### src/hdl/kes_pkg.sv
// Package with types and constants of the Kronecker eigenvalue spectrum block.
`default_nettype none
package kes_pkg;
    localparam int KES_MAX_ORDER = 31;
    localparam int KES_FRAC_BITS = 30;

    typedef struct packed {
        logic signed [31:0] eig_large;
        logic signed [31:0] eig_small;
        logic [4:0]         power_order;
    } kes_req_t;

    typedef struct packed {
        logic signed [62:0] eig_value;
        logic [28:0]        multiplicity;
        logic [4:0]         rank_index;
        logic               last_pair;
    } kes_res_t;

    typedef struct packed {
        logic start;
        logic neg;
    } kes_mul_ctl_t;
endpackage
`default_nettype wire

### src/hdl/kes_mul.sv
// Sequential fixed-point multiplier: floor of a*e over 2^FRAC_BITS with saturation.
`default_nettype none
module kes_mul
    import kes_pkg::*;
#(
    parameter int FRAC_BITS = KES_FRAC_BITS
)
(
    input  wire logic               clk,
    input  wire logic               rst_n,
    input  wire kes_mul_ctl_t       ctl,
    input  wire logic [62:0]        mag_v,
    input  wire logic [31:0]        mag_e,
    output logic                    done,
    output logic signed [62:0]      prod
);
    localparam logic [63:0] VAL_MAX = 64'h3FFF_FFFF_FFFF_FFFF;
    localparam logic [63:0] VAL_NEG = 64'h4000_0000_0000_0000;

    logic [94:0] acc_reg, acc_next;
    logic [62:0] mv_reg, mv_next;
    logic [31:0] me_reg, me_next;
    logic        neg_reg, neg_next;
    logic [5:0]  cnt_reg, cnt_next;
    logic        busy_reg, busy_next;
    logic        done_reg, done_next;
    logic [94:0] part;
    logic [94:0] quot;
    logic        rem_nz;
    logic [95:0] qr;
    logic [63:0] lim;
    logic [63:0] mag;

    always_comb
    begin
        acc_next  = acc_reg;
        mv_next   = mv_reg;
        me_next   = me_reg;
        neg_next  = neg_reg;
        cnt_next  = cnt_reg;
        busy_next = busy_reg;
        done_next = 1'b0;
        part      = 95'(me_reg[cnt_reg[4:0]] ? mv_reg : 63'd0) << cnt_reg[4:0];
        if (ctl.start)
        begin
            acc_next  = '0;
            mv_next   = mag_v;
            me_next   = mag_e;
            neg_next  = ctl.neg;
            cnt_next  = '0;
            busy_next = 1'b1;
        end
        else if (busy_reg)
        begin
            acc_next = acc_reg + part;
            cnt_next = cnt_reg + 6'd1;
            if (cnt_reg == 6'd31)
            begin
                busy_next = 1'b0;
                done_next = 1'b1;
            end
        end
    end

    always_ff @(posedge clk or negedge rst_n)
    begin
        if (!rst_n)
        begin
            busy_reg <= 1'b0;
            done_reg <= 1'b0;
            cnt_reg  <= '0;
        end
        else
        begin
            busy_reg <= busy_next;
            done_reg <= done_next;
            cnt_reg  <= cnt_next;
        end
    end

    always_ff @(posedge clk)
    begin
        acc_reg <= acc_next;
        mv_reg  <= mv_next;
        me_reg  <= me_next;
        neg_reg <= neg_next;
    end

    always_comb
    begin
        quot   = acc_reg >> FRAC_BITS;
        rem_nz = |(acc_reg & ((95'd1 << FRAC_BITS) - 95'd1));
        qr     = {1'b0, quot} + 96'((neg_reg && rem_nz) ? 1 : 0);
        lim    = neg_reg ? VAL_NEG : VAL_MAX;
        mag    = (qr > 96'(lim)) ? lim : qr[63:0];
        prod   = neg_reg ? 63'(64'd0 - mag) : mag[62:0];
    end

    assign done = done_reg;
endmodule
`default_nettype wire

### config.mk
export PLATFORM = sky130hd
export DESIGN_NAME = kes_mul
export DESIGN_NICKNAME = d
export VERILOG_FILES = /design/src/hdl/kes_pkg.sv /design/src/hdl/kes_mul.sv
export SDC_FILE = /design/constraint.sdc
export NUM_CORES = 1
export LEC_CHECK = 0
export ABC_AREA = 1
export BUFFER_PORTS_ARGS = -buffer_cell sky130_fd_sc_hd__buf_2
export CAP_MARGIN = 20
export CORE_ASPECT_RATIO = 1.5
export CORE_MARGIN = 4
export CORE_UTILIZATION = 35
export CTS_BUF_LIST = sky130_fd_sc_hd__clkbuf_8
export DETAILED_ROUTE_END_ITERATION = 6
export SLEW_MARGIN = 20
export SYNTH_ARGS = -nofsm -noshare
export SYNTH_HDL_FRONTEND = slang
export SYNTH_SLANG_ARGS = --single-unit
### constraint.sdc
create_clock -name clk -period 10.2 [get_ports clk]
set_clock_uncertainty 0.05 [all_clocks]
set_input_delay 2.04 -clock clk [delete_from_list [all_inputs] [get_ports clk]]
set_output_delay 2.04 -clock clk [all_outputs]
set_load 0.1 [all_outputs]
==> results of run 1 <==
==> worst max path at each step <==
stage | to | cells past startpoint | slack, ns
2_1_floorplan | prod[19] | 34 | 0.32
3_3_place_gp | prod[36] | 40 | 1.45
3_5_place_dp | prod[36] | 41 | 1.35
4_1_cts | prod[36] | 41 | 0.70
5_1_grt | prod[36] | 41 | 0.05
6_report | prod[36] | 37 | 0.75
==> per-stage QoR <==
| step | std cells | util, % | cell area [µm²] | setup slack (ns) | hold slack, ns |
|---|---|---|---|---|---|
| detailed placement | 5222 | 37.8 | 26600 | 1.35 | 0.418 |
| finish | 5255 | 38.4 | 27100 | 0.746 | 0.433 |
| floorplan | 4267 | - | 25000 | 0.325 | 0.397 |
| global route | 5255 | 38.4 | 27100 | 0.0540 | 0.478 |
| global placement | 5222 | 37.8 | 26600 | 1.45 | 0.419 |
| CTS | 5254 | 38.4 | 27100 | 0.698 | 0.435 |
==> worst reg2reg max path, delay by kind of cell (launching register included) <==
family	cells	cell delay [ns]
DFF	1	0.38
muxes	2	0.41
buffers and inverters	6	2.02
adders and majority gates	1	0.39
and+or+nand+nor	11	1.33
AOI/OAI and AO/OA	11	3.67
==> cells in the final DEF, fill, tap and decap left out, drive strengths merged, types with 36 or more instances in the layout <==
master  count
nand3     227
o21ai     451
nor2      641
nand2    1016
xor2       84
dfxtp      95
buf       189
nor3       36
a31oi      47
ha        160
nand4      53
edfxtp     96
o211ai     45
inv       687
a21oi     283
xnor2      41
==> routing by layer <==
layer	up-vias	wire length [µm]	global-route usage, %	part of all wire, %
met4	0	7110	15.7	7.5
met5	-	0	0	0
met1	12426	37400	27.2	39
met2	750	47100	44.3	50
met3	286	3420	2.01	3.6
li1	14025	-	-	-
==> cell families after synthesis <==
logic type,count (synthesis),synth area share [%]
fa+ha+maj,161,8.10
simple gates,2028,34.1
compound gates,905,19.8
mux,28,1.13
xor+xnor,125,4.38
buf+inv,821,12.6
flops,199,20.0
==> power breakdown <==
part | switching [W] | total (W) | internal, W
combinational | 0.00285 | 0.00386 | 0.00102
clock | 0.000384 | 0.000583 | 0.000199
sequential | 0.000140 | 0.00113 | 0.000986
==> area by class of cell <==
type | count | area, µm²
inverters | 680 | 2550
multi-input cells | 3247 | 16800
well taps | 907 | 1130
repair buffers | 189 | 1100
diodes | 1 | 2.50
flip-flops and latches | 199 | 4990
fillers | 8000 | 43400
clock buffers | 17 | 234
clock inverters | 15 | 203
==> impl_metrics.yaml, run 1 <==
pwr:
  p_leak_nw: 13.6
  irDropWorstVdd_mv: 0.0914
  p_per_area_nw_per_um2: 206
  power.total_w: 0.00557
floorplanning:
  coreArea_um2: 70400
  die-area_um2: 75800
  die_y_um: 335
  ioPinCount: 163
  fp.dieW_um: 226
  start_util_pct: 35.5
  rows: 119
worst_setup_path:
  r2r_cells: 31
  start_kind: "flop"
  cpLargestDelayFamily: "simple AND/OR/NAND/NOR gates"
  crit_type: "flop to output pin"
  r2r_start: "cnt_reg[0]$_DFFE_PN0P_"
  cp.arrival_ns: 7.36
  rrSetupSlack_ns: 1.87
  worstSetupEndpointType: "output pin"
  worstPathMaxFanout: 76
  cp_common_cell: "nand2_1"
  r2r_end: "acc_reg[90]$_SDFFE_PP0P_"
  cp_slowest_stage_delay_ns: 0.46
  crit_start: "acc_reg[1]$_SDFFE_PP0P_"
  cp_num_buf_inv: 3
  cp.required_ns: 8.11
  crit_slowest_cell: "nand2_4"
hold_path:
  holdCritPathClass: "flop to flop"
  holdPathEnd: "done$_DFF_PN0_"
  hold_depth: 1
  hp-start: "cnt_reg[5]$_DFFE_PN0P_"
drt:
  drt-wirelength-per-cell_um: 18.1
  dr.pass1.iters: 5
  drt.antenna.violating_nets: 0
  drt_wl_total_um: 95000
  drt_iter0_markers: 1920
  viasPerCell: 5.23
  vias: 27487
  drcViolationCount: 0
yosys:
  yosys.area.top_type: "nand2_1"
  syn_inst: 4267
  synth_fp_nets: 4527
  synth_edf_count: 96
  ys_types: 60
  synth_area_leaders: "nand2_1 (15%), edfxtp_1 (12%), inv_1 (9.9%), nor2_1 (9.3%), o21ai_0 (8.7%)"
  synth_ff_type: "edfxtp_1"
  ys_seq_area_share_pct: 20.0
  synth.most_common_cell: "nand2_1"
  synth_common_cells: "nand2_1 (987), inv_1 (660), nor2_1 (618)"
  netlist_area_um2: 25000
  ys_seq_elements: 199
  synthArstFlopShare_pct: 4.02
  yosys_warnings: 0
  synth_top_area_share_pct: 14.8
  syn_area_per_cell_um2: 5.85
placed_design:
  globalplace.congestion: 1.05
  dpl.hpwl_um: 80200
  port_buffers: 162
sta:
  setup_viol_count_final: 0
  rsz0062_at_grt: "no"
  fmax_ghz: 0.106
  maxSlewViolCount: 0
  fin_setup_tns_ns: 0
  worst_pin_slew_ns: 1.02
  period_needed_ns: 9.45
  hold_viol_final: 0
  slew_headroom_pct: 32.2
  final.period_utilization_pct: 92.7
layout:
  post_route_cells_drive_above_1_share_pct: 7.73
  finish.net_count: 4594
  largest_reg_flops: 95
  syn_to_final_growth_pct: 8.35
grt:
  grt_pass1_vias: 26733
  grt_max_degree: 95
  grt_pass1_wl_um: 145000
  antenna_found_initial: 2
  grt_util_all_layers_pct: 24.4
  overflow: 0
clock_tree:
  clock-root-buffer: "clkbuf_8"
  cts_resized: 0
  path_clk_slew_ns: 0.13
  cts_hold_buf: 0
  clk-insertion-delay-late_ns: 0.57
  cts_tree: "done"
  clkSinkCount: 199
  clock_path_buffers: 2
  cts_setup_buffers: 0
  htreeDepth: 4
  cts_made_buffers: 17
flow_run:
  drv_cap: 0
run_status:
  outcome: "finished clean"
(Power assumes the default switching activity.)
==> run 2, diff against run 1 <==
--- a/config.mk
+++ b/config.mk
@@ -9,7 +9,7 @@
 export BUFFER_PORTS_ARGS = -buffer_cell sky130_fd_sc_hd__buf_2
 export CAP_MARGIN = 20
 export CORE_ASPECT_RATIO = 1.5
-export CORE_MARGIN = 4
+export CORE_MARGIN = 2
 export CORE_UTILIZATION = 35
 export CTS_BUF_LIST = sky130_fd_sc_hd__clkbuf_8
 export DETAILED_ROUTE_END_ITERATION = 6
==> run 2 against run 1 <==
Sequential cell count unchanged. Clock-buffer cell count unchanged. Register-to-register slack got worse by 0.14 ns. Sequential power about the same. Final cell count increased by 0.15%. Critical path depth increased by 2. Largest power group unchanged.
==> impl_metrics.yaml, run 2 (same netlist as run 1, synthesis figures left out) <==
worst_setup_path:
  worstSetupEndpointType: "output pin"
  cpLargestDelayFamily: "simple AND/OR/NAND/NOR gates"
  r2r_end: "acc_reg[80]$_SDFFE_PP0P_"
  cp_slowest_stage_delay_ns: 0.42
  rrSetupSlack_ns: 1.73
  crit_start: "acc_reg[1]$_SDFFE_PP0P_"
  cp_common_cell: "nand2_1"
  cp.required_ns: 8.11
  cp.arrival_ns: 7.44
  crit_type: "flop to output pin"
  worstPathMaxFanout: 45
  cp_num_buf_inv: 7
  crit_slowest_cell: "buf_2"
  start_kind: "flop"
  r2r_cells: 30
  r2r_start: "cnt_reg[0]$_DFFE_PN0P_"
clock_tree:
  clkSinkCount: 199
  clock-root-buffer: "clkbuf_8"
  cts_hold_buf: 0
  path_clk_slew_ns: 0.14
  clk-insertion-delay-late_ns: 0.57
  cts_tree: "done"
  cts_made_buffers: 17
  cts_setup_buffers: 0
  cts_resized: 0
  htreeDepth: 4
  clock_path_buffers: 2
sta:
  maxSlewViolCount: 0
  rsz0062_at_grt: "no"
  final.period_utilization_pct: 93.4
  setup_viol_count_final: 0
  slew_headroom_pct: 24.4
  hold_viol_final: 0
  fmax_ghz: 0.105
  fin_setup_tns_ns: 0
  finalHoldWorstSlack_ns: 0.445
  worst_pin_slew_ns: 1.12
  period_needed_ns: 9.53
grt:
  grt_pass1_vias: 26918
  grt_pass1_wl_um: 147000
  overflow: 0
  grt_max_degree: 86
  grt_util_all_layers_pct: 25.9
  antenna_found_initial: 1
floorplanning:
  ioPinCount: 163
  die_y_um: 331
  rows: 120
  coreArea_um2: 71000
  die-area_um2: 73500
  start_util_pct: 35.2
  fp.dieW_um: 222
pwr:
  combPwrFrac_pct: 69.6
  p_sw_share_pct: 60.7
  power.total_w: 0.00558
  p_per_area_nw_per_um2: 206
  irDropWorstVdd_mv: 0.146
  p_int_w: 0.00219
  p_sw_w: 0.00339
  seq_power_share_pct: 20.3
  power_frac_clock_pct: 10.1
  p_leak_nw: 13.5
hold_path:
  hold_depth: 1
  holdPathEnd: "done$_DFF_PN0_"
  holdCritPathClass: "flop to flop"
  hp-start: "cnt_reg[5]$_DFFE_PN0P_"
layout:
  fill_cells: 8137
  syn_to_final_growth_pct: 8.29
  mostFrequentLayoutCell: "nand2_1"
  largest_reg_flops: 95
  post_route_cells_drive_above_1_share_pct: 7.73
  layout_common_cells: "nand2_1 (987), inv_1 (660), nor2_1 (618)"
  fin_util_pct: 38.1
  finish.net_count: 4594
run_status:
  outcome: "finished clean"
placed_design:
  dpl.hpwl_um: 81700
  port_buffers: 162
  globalplace.congestion: 1.01
drt:
  drt.antenna.violating_nets: 0
  dr.pass1.iters: 6
  drt-wirelength-per-cell_um: 18.4
  drt_iter0_markers: 1953
  drcViolationCount: 0
  drt_wl_total_um: 97100
  viasPerCell: 5.24
  vias: 27574
flow_run:
  drv_cap: 0
run 2: power groups by stage:
stage                     combinational, W  sequential [W]  clock [W]
after CTS                          0.00384         0.00113   0.000584
after global placement             0.00383         0.00115          0
final                              0.00389         0.00113   0.000563
after global routing               0.00424         0.00115   0.000606
after floorplan                    0.00288         0.00110          0
after detailed placement           0.00383         0.00115          0
run 2: worst max path at each step:
stage,end,slack [ns],depth (start not counted)
after floorplan,prod[19],0.32,34
after detailed placement,prod[26],1.27,38
after global routing,prod[26],0.04,40
after global placement,prod[39],1.39,37
final,prod[20],0.67,39
after CTS,prod[36],0.62,40
run 2: stage by stage:
| stage | setup WS [ns] | instances | instance area (µm²) |
|---|---|---|---|
| floorplan | 0.325 | 4267 | 25000 |
| global placement | 1.39 | 5230 | 26600 |
| detailed placement | 1.27 | 5230 | 26600 |
| CTS | 0.624 | 5262 | 27000 |
| global route | 0.0441 | 5263 | 27000 |
| finish | 0.672 | 5263 | 27000 |
run 2: layer usage:
metal  global-route usage [%]  vias to the layer above  share of wire (%)
li1                         -                    14028                  -
met1                     27.5                    12460                 39
met2                     48.3                      821                 50
met3                     2.00                      265                3.4
met4                     18.8                        0                7.7
met5                        0                        -                  0
run 2: area by class of cell:
cell class	instances	area [µm²]	share of cell area [%]
diodes	1	2.50	0.00925
inverters	680	2550	9.44
clock buffers	17	234	0.865
well taps	915	1140	4.23
repair buffers	189	1080	4.01
flip-flops and latches	199	4990	18.5
clock inverters	15	183	0.676
multi-input cells	3247	16800	62.3
run 2: worst reg2reg max path: cells and delay by family, from the launching register on:
kind                     cells  cell delay, ns
adder cells (fa/ha/maj)      1            0.38
AO/OA/AOI/OAI               15            4.75
AND/OR/NAND/NOR              9            1.14
buffers and inverters        5            1.64
flip-flops                   1            0.38
